### src/sv/rwp_pkg.sv
// Package for the ROM word packer: shared types, constants and the byte
// select and checksum patch functions. No dependencies.
`default_nettype none

package rwp_pkg;

  localparam int unsigned WordW       = 10;
  localparam int unsigned CapW        = 16;
  localparam int unsigned GroupWords  = 4;
  localparam int unsigned GroupBytes  = 5;
  localparam logic [CapW-1:0] CapReset = 16'd5120;
  localparam logic [CapW-1:0] GroupBytesC = 16'd5;

  typedef logic [WordW-1:0] rwp_word_t;
  typedef logic [GroupWords-1:0][WordW-1:0] rwp_group_t;

  // Result list of one input word: up to two groups, then an optional error.
  typedef struct packed {
    rwp_group_t  grp0;
    rwp_group_t  grp1;
    logic [1:0]  num_groups;
    logic        err;
    logic        fin;
    logic [3:0]  num_results;
  } rwp_desc_t;

  // Byte k of a packed group: top bits first, then low bytes of word 3 to 0.
  function automatic logic [7:0] rwp_group_byte(input rwp_group_t g, input logic [2:0] k);
    logic [7:0] b;
    case (k)
      3'd0:    b = {g[3][9:8], g[2][9:8], g[1][9:8], g[0][9:8]};
      3'd1:    b = g[3][7:0];
      3'd2:    b = g[2][7:0];
      3'd3:    b = g[1][7:0];
      3'd4:    b = g[0][7:0];
      default: b = 8'h00;
    endcase
    return b;
  endfunction

  // Two's complement of the sum, 10 bits wide.
  function automatic rwp_word_t rwp_patch(input rwp_word_t s);
    return rwp_word_t'(~s + 10'd1);
  endfunction

endpackage

`default_nettype wire

### src/sv/rwp_ifs.sv
// Handshake channels of the ROM word packer: word input, byte output and
// the capacity write port. Depends on rwp_pkg.
`default_nettype none

interface rwp_in_if import rwp_pkg::*; ();
  logic      valid;
  logic      ready;
  rwp_word_t rom_word;
  logic      final_word;
  modport source (output valid, output rom_word, output final_word, input ready);
  modport sink   (input valid, input rom_word, input final_word, output ready);
endinterface

interface rwp_out_if;
  logic       valid;
  logic       ready;
  logic [7:0] out_byte;
  logic       run_end;
  logic       image_end;
  logic       overflow_error;
  modport source (output valid, output out_byte, output run_end, output image_end,
                  output overflow_error, input ready);
  modport sink   (input valid, input out_byte, input run_end, input image_end,
                  input overflow_error, output ready);
endinterface

interface rwp_cfg_if import rwp_pkg::*; ();
  logic            valid;
  logic            ready;
  logic [CapW-1:0] wdata;
  modport source (output valid, output wdata, input ready);
  modport sink   (input valid, input wdata, output ready);
endinterface

`default_nettype wire

### src/sv/rwp_serializer.sv
// Result queue and byte serializer: holds up to two result lists and sends
// them out one transfer per cycle, while the receiver is ready, through an output register.
// Depends on rwp_pkg and rwp_out_if.
`default_nettype none

module rwp_serializer import rwp_pkg::*; (
  input  wire logic      clk_i,
  input  wire logic      rst_ni,
  input  wire logic      push_i,
  input  wire rwp_desc_t desc_i,
  output logic           full_o,
  rwp_out_if.source      out_o
);

  rwp_desc_t  fifo_q [2];
  logic       wr_ptr_q, rd_ptr_q;
  logic [1:0] cnt_q, cnt_d;
  logic [3:0] idx_q;
  rwp_desc_t  head;
  logic       load, last, pop;
  logic [3:0] grp_results;
  logic [3:0] idx_hi;
  logic [7:0] byte_sel;
  logic       err_slot;

  logic       out_v_q;
  logic [7:0] byte_q;
  logic       run_end_q, image_end_q, err_q;

  assign head     = fifo_q[rd_ptr_q];
  assign load     = (cnt_q != 2'd0) && (!out_v_q || out_o.ready);
  assign last     = (idx_q == (head.num_results - 4'd1));
  assign pop      = load && last;
  assign full_o   = (cnt_q == 2'd2);
  assign cnt_d    = cnt_q + {1'b0, push_i} - {1'b0, pop};

  // Pick the byte for the current slot of the head list
  assign grp_results = {head.num_groups, 2'b00} + {2'b00, head.num_groups};
  assign idx_hi      = idx_q - 4'd5;
  assign err_slot    = (idx_q >= grp_results);
  always_comb begin
    if (err_slot) begin
      byte_sel = 8'h00;
    end else if (idx_q < 4'd5) begin
      byte_sel = rwp_group_byte(head.grp0, idx_q[2:0]);
    end else begin
      byte_sel = rwp_group_byte(head.grp1, idx_hi[2:0]);
    end
  end

  // Queue pointers, slot counter and output valid
  always_ff @(posedge clk_i or negedge rst_ni) begin
    if (!rst_ni) begin
      wr_ptr_q <= 1'b0;
      rd_ptr_q <= 1'b0;
      cnt_q    <= 2'd0;
      idx_q    <= 4'd0;
      out_v_q  <= 1'b0;
    end else begin
      cnt_q <= cnt_d;
      if (push_i) wr_ptr_q <= ~wr_ptr_q;
      if (pop) begin
        rd_ptr_q <= ~rd_ptr_q;
        idx_q    <= 4'd0;
      end else if (load) begin
        idx_q <= idx_q + 4'd1;
      end
      if (load) begin
        out_v_q <= 1'b1;
      end else if (out_o.ready) begin
        out_v_q <= 1'b0;
      end
    end
  end

  // Queue storage and output payload
  always_ff @(posedge clk_i) begin
    if (push_i) fifo_q[wr_ptr_q] <= desc_i;
    if (load) begin
      byte_q      <= byte_sel;
      err_q       <= err_slot;
      run_end_q   <= last;
      image_end_q <= last && head.fin;
    end
  end

  assign out_o.valid          = out_v_q;
  assign out_o.out_byte       = byte_q;
  assign out_o.run_end        = run_end_q;
  assign out_o.image_end      = image_end_q;
  assign out_o.overflow_error = err_q;

  a_no_push_full: assert property (@(posedge clk_i) disable iff (!rst_ni)
    !(push_i && full_o)) else $error("push into full result queue");
  a_cnt_range: assert property (@(posedge clk_i) disable iff (!rst_ni)
    cnt_q != 2'd3) else $error("result queue count out of range");
  a_err_last: assert property (@(posedge clk_i) disable iff (!rst_ni)
    (out_v_q && err_q) |-> (run_end_q && byte_q == 8'h00))
    else $error("error result not last or not zero");

endmodule

`default_nettype wire

### src/sv/rom_word_packer_with_checksum.sv
// ROM word packer: four 10-bit words to five bytes, one group held back,
// end-around-carry checksum patched into the last complete group.
// The first byte of a result list passes through the result queue, then the output register.
// Throughput: one word per cycle while the two-list result queue has room;
// the byte serializer drains one result per cycle while the receiver is ready, five per group.
// Reset (async, low): empty image, capacity 5120, queue and output empty.
// Depends on rwp_pkg, rwp_ifs and rwp_serializer.
`default_nettype none

module rom_word_packer_with_checksum import rwp_pkg::*; (
  input  wire logic clk_i,
  input  wire logic rst_ni,
  rwp_in_if.sink    in_i,
  rwp_cfg_if.sink   cfg_i,
  rwp_out_if.source out_o
);

  logic [CapW-1:0] cap_q;
  rwp_group_t      held_q, held_d, fill_q, fill_d;
  logic [1:0]      pos_q, pos_d;
  logic            held_v_q, held_v_d;
  rwp_word_t       sum_q, sum_d, held_sum_q, held_sum_d;
  logic [CapW-1:0] be_q, be_d;
  logic            drop_q, drop_d;

  logic            acc, fin, full;
  rwp_word_t       w;
  logic [WordW:0]  sum_raw;
  rwp_group_t      cur, ga, gb;
  logic            a_emit, b_emit, ok;
  logic [CapW-1:0] be1;
  logic            push;
  rwp_desc_t       desc;
  logic [1:0]      ng;

  assign acc         = in_i.valid && in_i.ready;
  assign fin         = in_i.final_word;
  assign w           = in_i.rom_word;
  assign in_i.ready  = !full;
  assign cfg_i.ready = 1'b1;
  assign sum_raw     = {1'b0, sum_q} + {1'b0, w};
  assign be1         = a_emit ? be_q + GroupBytesC : be_q;

  // Group, checksum and capacity update for one accepted word
  always_comb begin
    held_d     = held_q;
    fill_d     = fill_q;
    pos_d      = pos_q;
    held_v_d   = held_v_q;
    sum_d      = sum_q;
    held_sum_d = held_sum_q;
    be_d       = be_q;
    drop_d     = drop_q;
    cur        = fill_q;
    cur[3]     = w;
    ga         = held_q;
    gb         = cur;
    a_emit     = 1'b0;
    b_emit     = 1'b0;
    ok         = 1'b1;
    push       = 1'b0;
    if (acc && !drop_q) begin
      fill_d[pos_q] = w;
      sum_d = sum_raw[WordW] ? sum_raw[WordW-1:0] + 10'd1 : sum_raw[WordW-1:0];
      if (pos_q == 2'd3) begin
        pos_d = 2'd0;
        if (held_v_q) begin
          if ({1'b0, be_q} + 17'd5 <= {1'b0, cap_q}) a_emit = 1'b1;
          else ok = 1'b0;
        end
        if (ok) begin
          if (fin) begin
            gb[3] = rwp_patch(sum_q);
            if ({1'b0, be1} + 17'd5 <= {1'b0, cap_q}) b_emit = 1'b1;
            else ok = 1'b0;
          end else begin
            held_d     = cur;
            held_sum_d = sum_q;
            held_v_d   = 1'b1;
          end
        end
      end else begin
        pos_d = pos_q + 2'd1;
        if (fin && held_v_q) begin
          ga[3] = rwp_patch(held_sum_q);
          if ({1'b0, be_q} + 17'd5 <= {1'b0, cap_q}) a_emit = 1'b1;
          else ok = 1'b0;
        end
      end
      be_d = b_emit ? be1 + GroupBytesC : be1;
      if (!ok && !fin) drop_d = 1'b1;
      push = a_emit || b_emit || !ok;
    end
    // Start a new image after the last word
    if (acc && fin) begin
      pos_d      = 2'd0;
      held_v_d   = 1'b0;
      sum_d      = '0;
      held_sum_d = '0;
      be_d       = '0;
      drop_d     = 1'b0;
    end
  end

  // Build the result list, first emitted group in the first slot
  assign ng = {1'b0, a_emit} + {1'b0, b_emit};
  always_comb begin
    desc.grp0        = a_emit ? ga : gb;
    desc.grp1        = gb;
    desc.num_groups  = ng;
    desc.err         = !ok;
    desc.fin         = fin;
    desc.num_results = {ng, 2'b00} + {2'b00, ng} + {3'b000, !ok};
  end

  // Control state
  always_ff @(posedge clk_i or negedge rst_ni) begin
    if (!rst_ni) begin
      cap_q      <= CapReset;
      pos_q      <= 2'd0;
      held_v_q   <= 1'b0;
      sum_q      <= '0;
      held_sum_q <= '0;
      be_q       <= '0;
      drop_q     <= 1'b0;
    end else begin
      if (cfg_i.valid) cap_q <= cfg_i.wdata;
      pos_q      <= pos_d;
      held_v_q   <= held_v_d;
      sum_q      <= sum_d;
      held_sum_q <= held_sum_d;
      be_q       <= be_d;
      drop_q     <= drop_d;
    end
  end

  // Word storage
  always_ff @(posedge clk_i) begin
    held_q <= held_d;
    fill_q <= fill_d;
  end

  rwp_serializer u_ser (
    .clk_i  (clk_i),
    .rst_ni (rst_ni),
    .push_i (push),
    .desc_i (desc),
    .full_o (full),
    .out_o  (out_o)
  );

  a_fin_clears: assert property (@(posedge clk_i) disable iff (!rst_ni)
    (acc && fin) |=> (pos_q == 2'd0 && !held_v_q && !drop_q && be_q == '0))
    else $error("image state not cleared after last word");
  a_drop_silent: assert property (@(posedge clk_i) disable iff (!rst_ni)
    drop_q |-> !push) else $error("result while dropping words");
  a_push_nonempty: assert property (@(posedge clk_i) disable iff (!rst_ni)
    push |-> (desc.num_results != 4'd0 && desc.num_results <= 4'd10))
    else $error("bad result list length");

endmodule

`default_nettype wire

### src/flat_wrapper.sv
// flat-port wrapper written by rule: the top's interface ports become plain ports
module rom_word_packer_with_checksum_flat import rwp_pkg::*;
  (clk_i, rst_ni, in_i_valid, in_i_rom_word, in_i_final_word, in_i_ready, cfg_i_valid, cfg_i_wdata, cfg_i_ready, out_o_valid, out_o_out_byte, out_o_run_end, out_o_image_end, out_o_overflow_error, out_o_ready);
  rwp_in_if in_i_i ();
  rwp_cfg_if cfg_i_i ();
  rwp_out_if out_o_i ();
  input  wire logic clk_i;
  input  wire logic rst_ni;
  input wire logic [$bits(in_i_i.valid)-1:0] in_i_valid;
  input wire logic [$bits(in_i_i.rom_word)-1:0] in_i_rom_word;
  input wire logic [$bits(in_i_i.final_word)-1:0] in_i_final_word;
  output wire logic [$bits(in_i_i.ready)-1:0] in_i_ready;
  input wire logic [$bits(cfg_i_i.valid)-1:0] cfg_i_valid;
  input wire logic [$bits(cfg_i_i.wdata)-1:0] cfg_i_wdata;
  output wire logic [$bits(cfg_i_i.ready)-1:0] cfg_i_ready;
  output wire logic [$bits(out_o_i.valid)-1:0] out_o_valid;
  output wire logic [$bits(out_o_i.out_byte)-1:0] out_o_out_byte;
  output wire logic [$bits(out_o_i.run_end)-1:0] out_o_run_end;
  output wire logic [$bits(out_o_i.image_end)-1:0] out_o_image_end;
  output wire logic [$bits(out_o_i.overflow_error)-1:0] out_o_overflow_error;
  input wire logic [$bits(out_o_i.ready)-1:0] out_o_ready;
  assign in_i_i.valid = in_i_valid;
  assign in_i_i.rom_word = in_i_rom_word;
  assign in_i_i.final_word = in_i_final_word;
  assign in_i_ready = in_i_i.ready;
  assign cfg_i_i.valid = cfg_i_valid;
  assign cfg_i_i.wdata = cfg_i_wdata;
  assign cfg_i_ready = cfg_i_i.ready;
  assign out_o_valid = out_o_i.valid;
  assign out_o_out_byte = out_o_i.out_byte;
  assign out_o_run_end = out_o_i.run_end;
  assign out_o_image_end = out_o_i.image_end;
  assign out_o_overflow_error = out_o_i.overflow_error;
  assign out_o_i.ready = out_o_ready;
  rom_word_packer_with_checksum u_core (.clk_i(clk_i), .rst_ni(rst_ni), .in_i(in_i_i), .cfg_i(cfg_i_i), .out_o(out_o_i));
endmodule
### config.mk
export PLATFORM = sky130hd
export DESIGN_NAME = rom_word_packer_with_checksum_flat
export DESIGN_NICKNAME = d
export VERILOG_FILES = /design/src/sv/rwp_pkg.sv /design/src/sv/rwp_ifs.sv /design/src/sv/rwp_serializer.sv /design/src/sv/rom_word_packer_with_checksum.sv /design/src/flat_wrapper.sv
export SDC_FILE = /design/constraint.sdc
export NUM_CORES = 1
export LEC_CHECK = 0
export ABC_AREA = 1
export BUFFER_PORTS_ARGS = -buffer_cell sky130_fd_sc_hd__buf_2
export CORE_MARGIN = 1
export CORE_UTILIZATION = 60
export CTS_CLUSTER_SIZE = 8
export DETAILED_ROUTE_END_ITERATION = 16
export GPL_TIMING_DRIVEN = 0
export PLACE_DENSITY = 0.77
export SLEW_MARGIN = 20
export SYNTH_ARGS = -nofsm -noshare
export SYNTH_HDL_FRONTEND = slang
export SYNTH_SLANG_ARGS = --single-unit
### constraint.sdc
create_clock -name clk_i -period 11.7 [get_ports clk_i]
set_input_delay 0.585 -clock clk_i [delete_from_list [all_inputs] [get_ports clk_i]]
set_output_delay 0.585 -clock clk_i [all_outputs]
set_load 0.005 [all_outputs]
==> flow_metrics.env, run 1 <==
export IMPL_status="finished, final reports clean"
export IMPL_synth_ff_latch_count=316
export IMPL_crit_required_ns=11.98
export IMPL_multi_input_area_sq_mm=0.00548
export IMPL_period_share_pct=59.5
export IMPL_synth_common_cells="nand2_1, edfxtp_1, inv_1"
export IMPL_regArea_sq_mm=0.00917
export IMPL_cellPowerDensity_mw_per_mm2=206
export IMPL_die_w_microns=162
export IMPL_setup_violations=0
export IMPL_synth_top_area_cell="edfxtp_1"
export IMPL_start_util_pct=61.0
export IMPL_place_hpwl_mm=27.7
export IMPL_layout_nets=1673
export IMPL_core_area_sq_mm=0.0252
export IMPL_portBuffers=44
export IMPL_cts_tree="done"
export IMPL_synthesis_nets=1571
export IMPL_synth_edf_count=251
export IMPL_critPathKind="reg2reg"
export IMPL_synth_flop_cell="edfxtp_1"
export IMPL_worst_slew_pin_slew_ns=1.12
export IMPL_synth_area_sq_mm=0.0154
export IMPL_via_count=11500
export IMPL_path_clk_slew_ns=0.06
export IMPL_cts_sinks=316
export IMPL_routed_wl_mm=39.3
export IMPL_synth_most_common_cell="nand2_1"
export IMPL_grt_start_max_net_pins=43
export IMPL_grt_antenna_before_repair=0
export IMPL_syn_inst=1470
export IMPL_gp_congestion=0.883
export IMPL_grt_overflow=0
export IMPL_finalPower_mw=3.61
export IMPL_h_tree_depth=2
export IMPL_wl_per_cell_microns=20.4
export IMPL_die_area_sq_mm=0.0262
export IMPL_drc=0
export IMPL_via_per_inst=5.95
export IMPL_yosys_area_top_type_share_pct=49.1
export IMPL_syn_avg_cell_area_sq_um=10.4
export IMPL_power_leakage_nw=7.18
export IMPL_clock_latency_ns=0.55
export IMPL_grt_pass1_wl_mm=60.8
export IMPL_synth_seq_area_share_pct=59.7
export IMPL_firstDrtPassIters=6
export IMPL_clockBufferDepth=3
export IMPL_ant_nets=0
export IMPL_slowest_stage="o21bai_1"
export IMPL_rsz0062_at_grt="false"
export IMPL_post_cts_resized=0
export IMPL_path_max_fanout=10
export IMPL_skew_ns=0.0223
export IMPL_rrSetupSlack_ns=4.74
export IMPL_arrival_ns=7.24
export IMPL_cts_hold_buf=1
export IMPL_hp_class="in2reg"
export IMPL_cts_made_buffers=45
export IMPL_timing_fmax_mhz=144
export IMPL_grt_pass1_vias=11000
export IMPL_cts_root_buf="clkbuf_16"
export IMPL_synth_area_leaders="edfxtp_1, dfrtp_1, nand2_1"
export IMPL_post_place_ws_ns=4.96
export IMPL_antenna_diode_count=0
export IMPL_area_growth_pct=14.4
export IMPL_crit_path_end_kind="flip-flop"
export IMPL_tns_ns=0
export IMPL_final_min_clock_period_ns=6.96
export IMPL_n_fill_cell=1741
export IMPL_max_stage_delay_ns=0.56
export IMPL_io_pins=46
export IMPL_rows=58
export IMPL_fp_dieH_microns=162
export IMPL_yosysUniqueCellTypes=58
export IMPL_drive_gt1_share_pct=10.3
export IMPL_design_area_sq_mm=0.0176
export IMPL_synthArstFlopShare_pct=20.6
export IMPL_slew_violations=0
export IMPL_final_hold_viol_count=0
export IMPL_slew_headroom_pct=25.0
export IMPL_cap_violations=0
export IMPL_drt_iter0_markers=1641
export IMPL_start_kind="flip-flop"
export IMPL_layout_setup_ws_ns=4.74
export IMPL_critPathMostFrequentCell="nand2_1"
export IMPL_yosysWarnings=0
export IMPL_vdd_drop_max_v=0.000180
export IMPL_dpl_cell_area_sq_mm=0.0163
export IMPL_track_usage_pct=30.8
export IMPL_post_cts_repair_setup_buffers=0
-- path summary, 6_finish.rpt --
path	startpoint	end	depth (start not counted)
max in group asynchronous	rst_ni	u_core.sum_q[0]	3
max reg2reg	u_core.be_q[0]	u_core.u_ser.fifo_q[0][0]	38
min in group asynchronous	rst_ni	u_core.cap_q[5]	2
min	cfg_i_wdata[5]	u_core.cap_q[5]	3
max	u_core.be_q[0]	u_core.u_ser.fifo_q[0][0]	38
min reg2reg	u_core.cur[13]	u_core.u_ser.fifo_q[0][21]	0
-- cell usage in the layout (no fill, tap or decap), types with 8 or more instances in the layout --
master | netlist | final
a221oi_1 | 18 | 18
a21oi_1 | 57 | 57
nand2_2 | 8 | 8
o211ai_1 | 10 | 10
nand4_1 | 15 | 15
clkbuf_1 | 35 | 59
edfxtp_1 | 251 | 251
nand2_1 | 368 | 368
o22ai_1 | 20 | 20
xnor2_1 | 12 | 12
dfrtp_1 | 63 | 63
buf_2 | 1 | 44
clkbuf_16 | 0 | 46
nand3_1 | 59 | 59
o21ai_0 | 93 | 93
inv_1 | 137 | 137
nor2_1 | 96 | 92
ha_1 | 67 | 67
xor2_1 | 38 | 38
nor3_1 | 17 | 17
-- where the power goes --
| group | internal [mW] | switching (mW) |
|---|---|---|
| combinational | 0.310 | 0.723 |
| clock | 0.722 | 0.463 |
| sequential | 1.33 | 0.0630 |
| total | 2.37 | 1.25 |
-- metal layers --
| metal | wire length, microns | vias up | global-route usage (%) |
|---|---|---|---|
| li1 | - | 5282 | - |
| met3 | 3610 | 85 | 4.09 |
| met4 | 1150 | 0 | 10.8 |
| met2 | 18200 | 602 | 49.0 |
| met1 | 16300 | 5504 | 43.8 |
| met5 | 0 | - | 0 |
-- sequential cells by signal (all words and copies together), names as in the netlist --
signal and flops:
u_core.u_ser.fifo_q 170, u_core.cur 30, u_core.ga 30, u_core.be_q 16, u_core.cap_q 16, u_core.held_q 10, u_core.held_sum_q 10, u_core.sum_q 10
u_core.u_ser.out_o.out_byte 8, u_core.u_ser.idx_q 4, u_core.pos_q 2, u_core.u_ser.cnt_q 2, u_core.drop_q 1, u_core.held_v_q 1, u_core.u_ser.out_o.image_end 1, u_core.u_ser.out_o.overflow_error 1
u_core.u_ser.out_o.run_end 1, u_core.u_ser.out_o.valid 1, u_core.u_ser.rd_ptr_q 1, u_core.u_ser.wr_ptr_q 1
-- worst max-delay path: cells and delay by family, from the launching register on --
family / cells / cell delay, ns
adders and majority gates: 4 / 1.39
DFF: 1 / 0.43
AOI/OAI and AO/OA: 4 / 0.92
buffers and inverters: 4 / 0.40
and+or+nand+nor: 23 / 2.89
xor gates and xnor gates: 3 / 0.68
-- metrics by stage --
step / hold slack [ns] / utilization (%) / std cells
after floorplan: 0.289 / - / 1470
after global placement: 0.472 / 63.5 / 1844
after detailed placement: 0.484 / 64.6 / 1854
after CTS: 0.234 / 69.8 / 1928
after global routing: 0.250 / 69.8 / 1928
final: 0.244 / 69.8 / 1928
-- area by class of cell --
cell class              count  share of cell area [%]
flip-flops and latches    316                    52.2
multi-input cells         968                    31.2
clock buffers              70                    7.07
inverters                 141                    3.01
repair buffers             55                    2.76
well taps                 330                    2.35
plain buffers              45                    1.19
clock inverters             3                   0.235
-- kinds of logic (layout without fill, tap and decap cells) --
family / after synthesis / count (layout) / share of synthesized area [%]
buf+inv: 186 / 314 / 4.81
mux: 4 / 4 / 0.269
other cells: 1 / 1 / 0.0244
simple gates: 601 / 601 / 17.0
xor+xnor: 51 / 51 / 2.96
compound gates: 241 / 241 / 9.53
flops: 316 / 316 / 59.7
fa+ha+maj: 70 / 70 / 5.78
(Power assumes the default switching activity.)
==> run 2: changes to the inputs <==
--- a/config.mk
+++ b/config.mk
@@ -5,7 +5,7 @@
 export SDC_FILE = /design/constraint.sdc
 export NUM_CORES = 1
 export LEC_CHECK = 0
-export ABC_AREA = 1
+export ABC_AREA = 0
 export BUFFER_PORTS_ARGS = -buffer_cell sky130_fd_sc_hd__buf_2
 export CORE_MARGIN = 1
 export CORE_UTILIZATION = 60
==> constraint.sdc (replaced) <==
create_clock -name clk_i -period 7.1 [get_ports clk_i]
set_input_delay 0.355 -clock clk_i [delete_from_list [all_inputs] [get_ports clk_i]]
set_output_delay 0.355 -clock clk_i [all_outputs]
set_load 0.005 [all_outputs]
==> flow_metrics.env, run 2 <==
export IMPL_die_area_sq_mm=0.0262
export IMPL_track_usage_pct=29.1
export IMPL_slowest_stage="fa_1"
export IMPL_fp_dieH_microns=162
export IMPL_status="finished with violations"
export IMPL_cap_violations=0
export IMPL_drt_iter0_markers=1070
export IMPL_area_growth_pct=18.3
export IMPL_grt_antenna_before_repair=0
export IMPL_synthesis_nets=1329
export IMPL_arrival_ns=7.33
export IMPL_period_share_pct=98.9
export IMPL_h_tree_depth=2
export IMPL_mostFrequentLayoutCells="edfxtp_1, nand2_1, ha_1, dfrtp_1, o21ai_0"
export IMPL_crit_path_end_kind="flip-flop"
export IMPL_synth_edf_count=251
export IMPL_yosysUniqueCellTypes=81
export IMPL_slew_headroom_pct=25.4
export IMPL_yosysWarnings=0
export IMPL_rows=58
export IMPL_crit_buf_inv=9
export IMPL_synth_flop_cell="edfxtp_1"
export IMPL_cts_tree="done"
export IMPL_gp_congestion=0.859
export IMPL_synth_common_cells="edfxtp_1, nand2_1, ha_1"
export IMPL_start_util_pct=61.1
export IMPL_clock_latency_ns=0.56
export IMPL_via_count=10500
export IMPL_final_util_pct=72.3
export IMPL_antenna_diode_count=0
export IMPL_setup_violations=0
export IMPL_max_stage_delay_ns=0.55
export IMPL_hp_class="in2reg"
export IMPL_regMostFlops="u_core.u_ser.fifo_q"
export IMPL_path_max_fanout=5
export IMPL_clockBufferDepth=3
export IMPL_rrSetupSlack_ns=0.08
export IMPL_cts_sinks=316
export IMPL_firstDrtPassIters=12
export IMPL_grt_start_max_net_pins=50
export IMPL_drc=1
export IMPL_slew_violations=0
export IMPL_layout_setup_ws_ns=0.0806
export IMPL_syn_avg_cell_area_sq_um=12.5
export IMPL_critPathKind="reg2reg"
export IMPL_timing_hold_ws_ns=0.0191
export IMPL_die_w_microns=162
export IMPL_synth_seq_area_share_pct=59.8
export IMPL_synth_area_leaders="edfxtp_1, dfrtp_1, ha_1"
export IMPL_io_pins=46
export IMPL_largest_reg_flops=170
export IMPL_power_leakage_nw=7.11
export IMPL_cts_root_buf="clkbuf_16"
export IMPL_routed_wl_mm=37.4
export IMPL_layout_nets=1467
export IMPL_start_kind="flip-flop"
export IMPL_timing_fmax_mhz=142
export IMPL_synth_most_common_cell="edfxtp_1"
export IMPL_skew_ns=0.0328
export IMPL_synth_area_sq_mm=0.0153
export IMPL_ant_nets=0
export IMPL_synth_top_area_cell="edfxtp_1"
export IMPL_critPathMostFrequentCell="buf_6"
export IMPL_crit_required_ns=7.41
export IMPL_yosys_area_top_type_share_pct=49.2
export IMPL_grt_pass1_vias=10500
export IMPL_portBuffers=44
export IMPL_vdd_drop_max_v=0.000225
export IMPL_place_hpwl_mm=25.0
export IMPL_final_min_clock_period_ns=7.02
export IMPL_violations="design-rule violations"
export IMPL_via_per_inst=6.11
export IMPL_rsz0062_at_grt="true"
export IMPL_syn_inst=1228
export IMPL_cts_made_buffers=45
export IMPL_core_area_sq_mm=0.0251
export IMPL_final_hold_viol_count=0
export IMPL_drive_gt1_share_pct=19.6
export IMPL_grt_pass1_wl_mm=57.3
export IMPL_worst_slew_pin_slew_ns=1.12
export IMPL_grt_overflow=0
export IMPL_post_place_ws_ns=-1.29
export IMPL_layout_commonest_cell="edfxtp_1"
export IMPL_cellPowerDensity_mw_per_mm2=336
export IMPL_synthArstFlopShare_pct=20.6
export IMPL_path_clk_slew_ns=0.06
export IMPL_wl_per_cell_microns=21.8
export IMPL_worst_path_dominant_cell_family="compound AO/OA/AOI/OAI gates"
export IMPL_n_fill_cell=1632
export IMPL_synth_ff_latch_count=316
==> run 2: through the flow <==
step / cells / area [sq um] / setup TNS (ns) / total power [mW]
final: 1719 / 18100 / 0 / 6.09
after global routing: 1719 / 18100 / -0.379 / 6.34
after CTS: 1705 / 18000 / 0 / 6.07
after detailed placement: 1607 / 16200 / -8.02 / 4.09
after global placement: 1602 / 16000 / -36.61 / 4.02
after floorplan: 1228 / 15400 / 0 / 3.53
==> run 2: timing repair <==
action | CTS | global route
setup endpoints to repair | 8 | 6
buffers inserted | 28 | 18
hold endpoints to repair | 21 | 0
hold buffers | 1 | 0
gates cloned | 0 | 0
pin swaps | 18 | 39
resized for setup | 63 | 25
==> run 2: per-layer routing <==
metal	part of all wire (%)	up-vias	wire length, microns	track usage, %
met1	39	5089	14700	38.6
li1	-	4799	-	-
met4	2.6	0	974	10.4
met2	48	541	17800	47.0
met5	0	-	0	0
met3	11	81	3940	6.84
==> run 2: final timing paths <==
kind / start / end / cells after the start
worst max register to register: u_core.be_q[4] / u_core.u_ser.fifo_q[1][0] / 38
min in group asynchronous: rst_ni / u_core.cap_q[9] / 2
max in group asynchronous: rst_ni / u_core.cap_q[12] / 3
worst min register to register: u_core.u_ser.out_o.valid / u_core.u_ser.out_o.valid / 2
worst max-delay path: u_core.be_q[4] / u_core.u_ser.fifo_q[1][0] / 38
worst min-delay path: cfg_i_wdata[15] / u_core.cap_q[15] / 3
==> run 2: kinds of logic after synthesis <==
logic type,after synthesis,share of synthesized area (%)
simple gates,346,10.5
flops,316,59.8
other cells,1,0.0245
xor+xnor,79,4.51
buf+inv,101,2.72
compound gates,238,10.7
mux,78,6.05
fa+ha+maj,69,5.73
==> run 2: tightest hold or removal path, cell delays in order <==
cell     delay, ns
buf_2         0.07
nand2_1       0.03
o21ai_0       0.06
==> run 2: cell type report <==
class	instances	area (sq um)	share of cell area (%)
timing repair buffer	96	719	3.96
inverter	42	161	0.889
sequential	316	9170	50.5
tap	330	413	2.28
multi-input combinational	811	6070	33.5
clock buffer	66	1200	6.64
clock inverter	4	85.1	0.469
buffer	54	322	1.77
==> run 2: report_power, final <==
| group | total, mW | switching (mW) | internal, mW |
|---|---|---|---|
| Clock | 1.94 | 0.766 | 1.17 |
| Sequential | 2.36 | 0.128 | 2.24 |
| Combinational | 1.79 | 1.10 | 0.685 |
| Total | 6.09 | 2.00 | 4.09 |
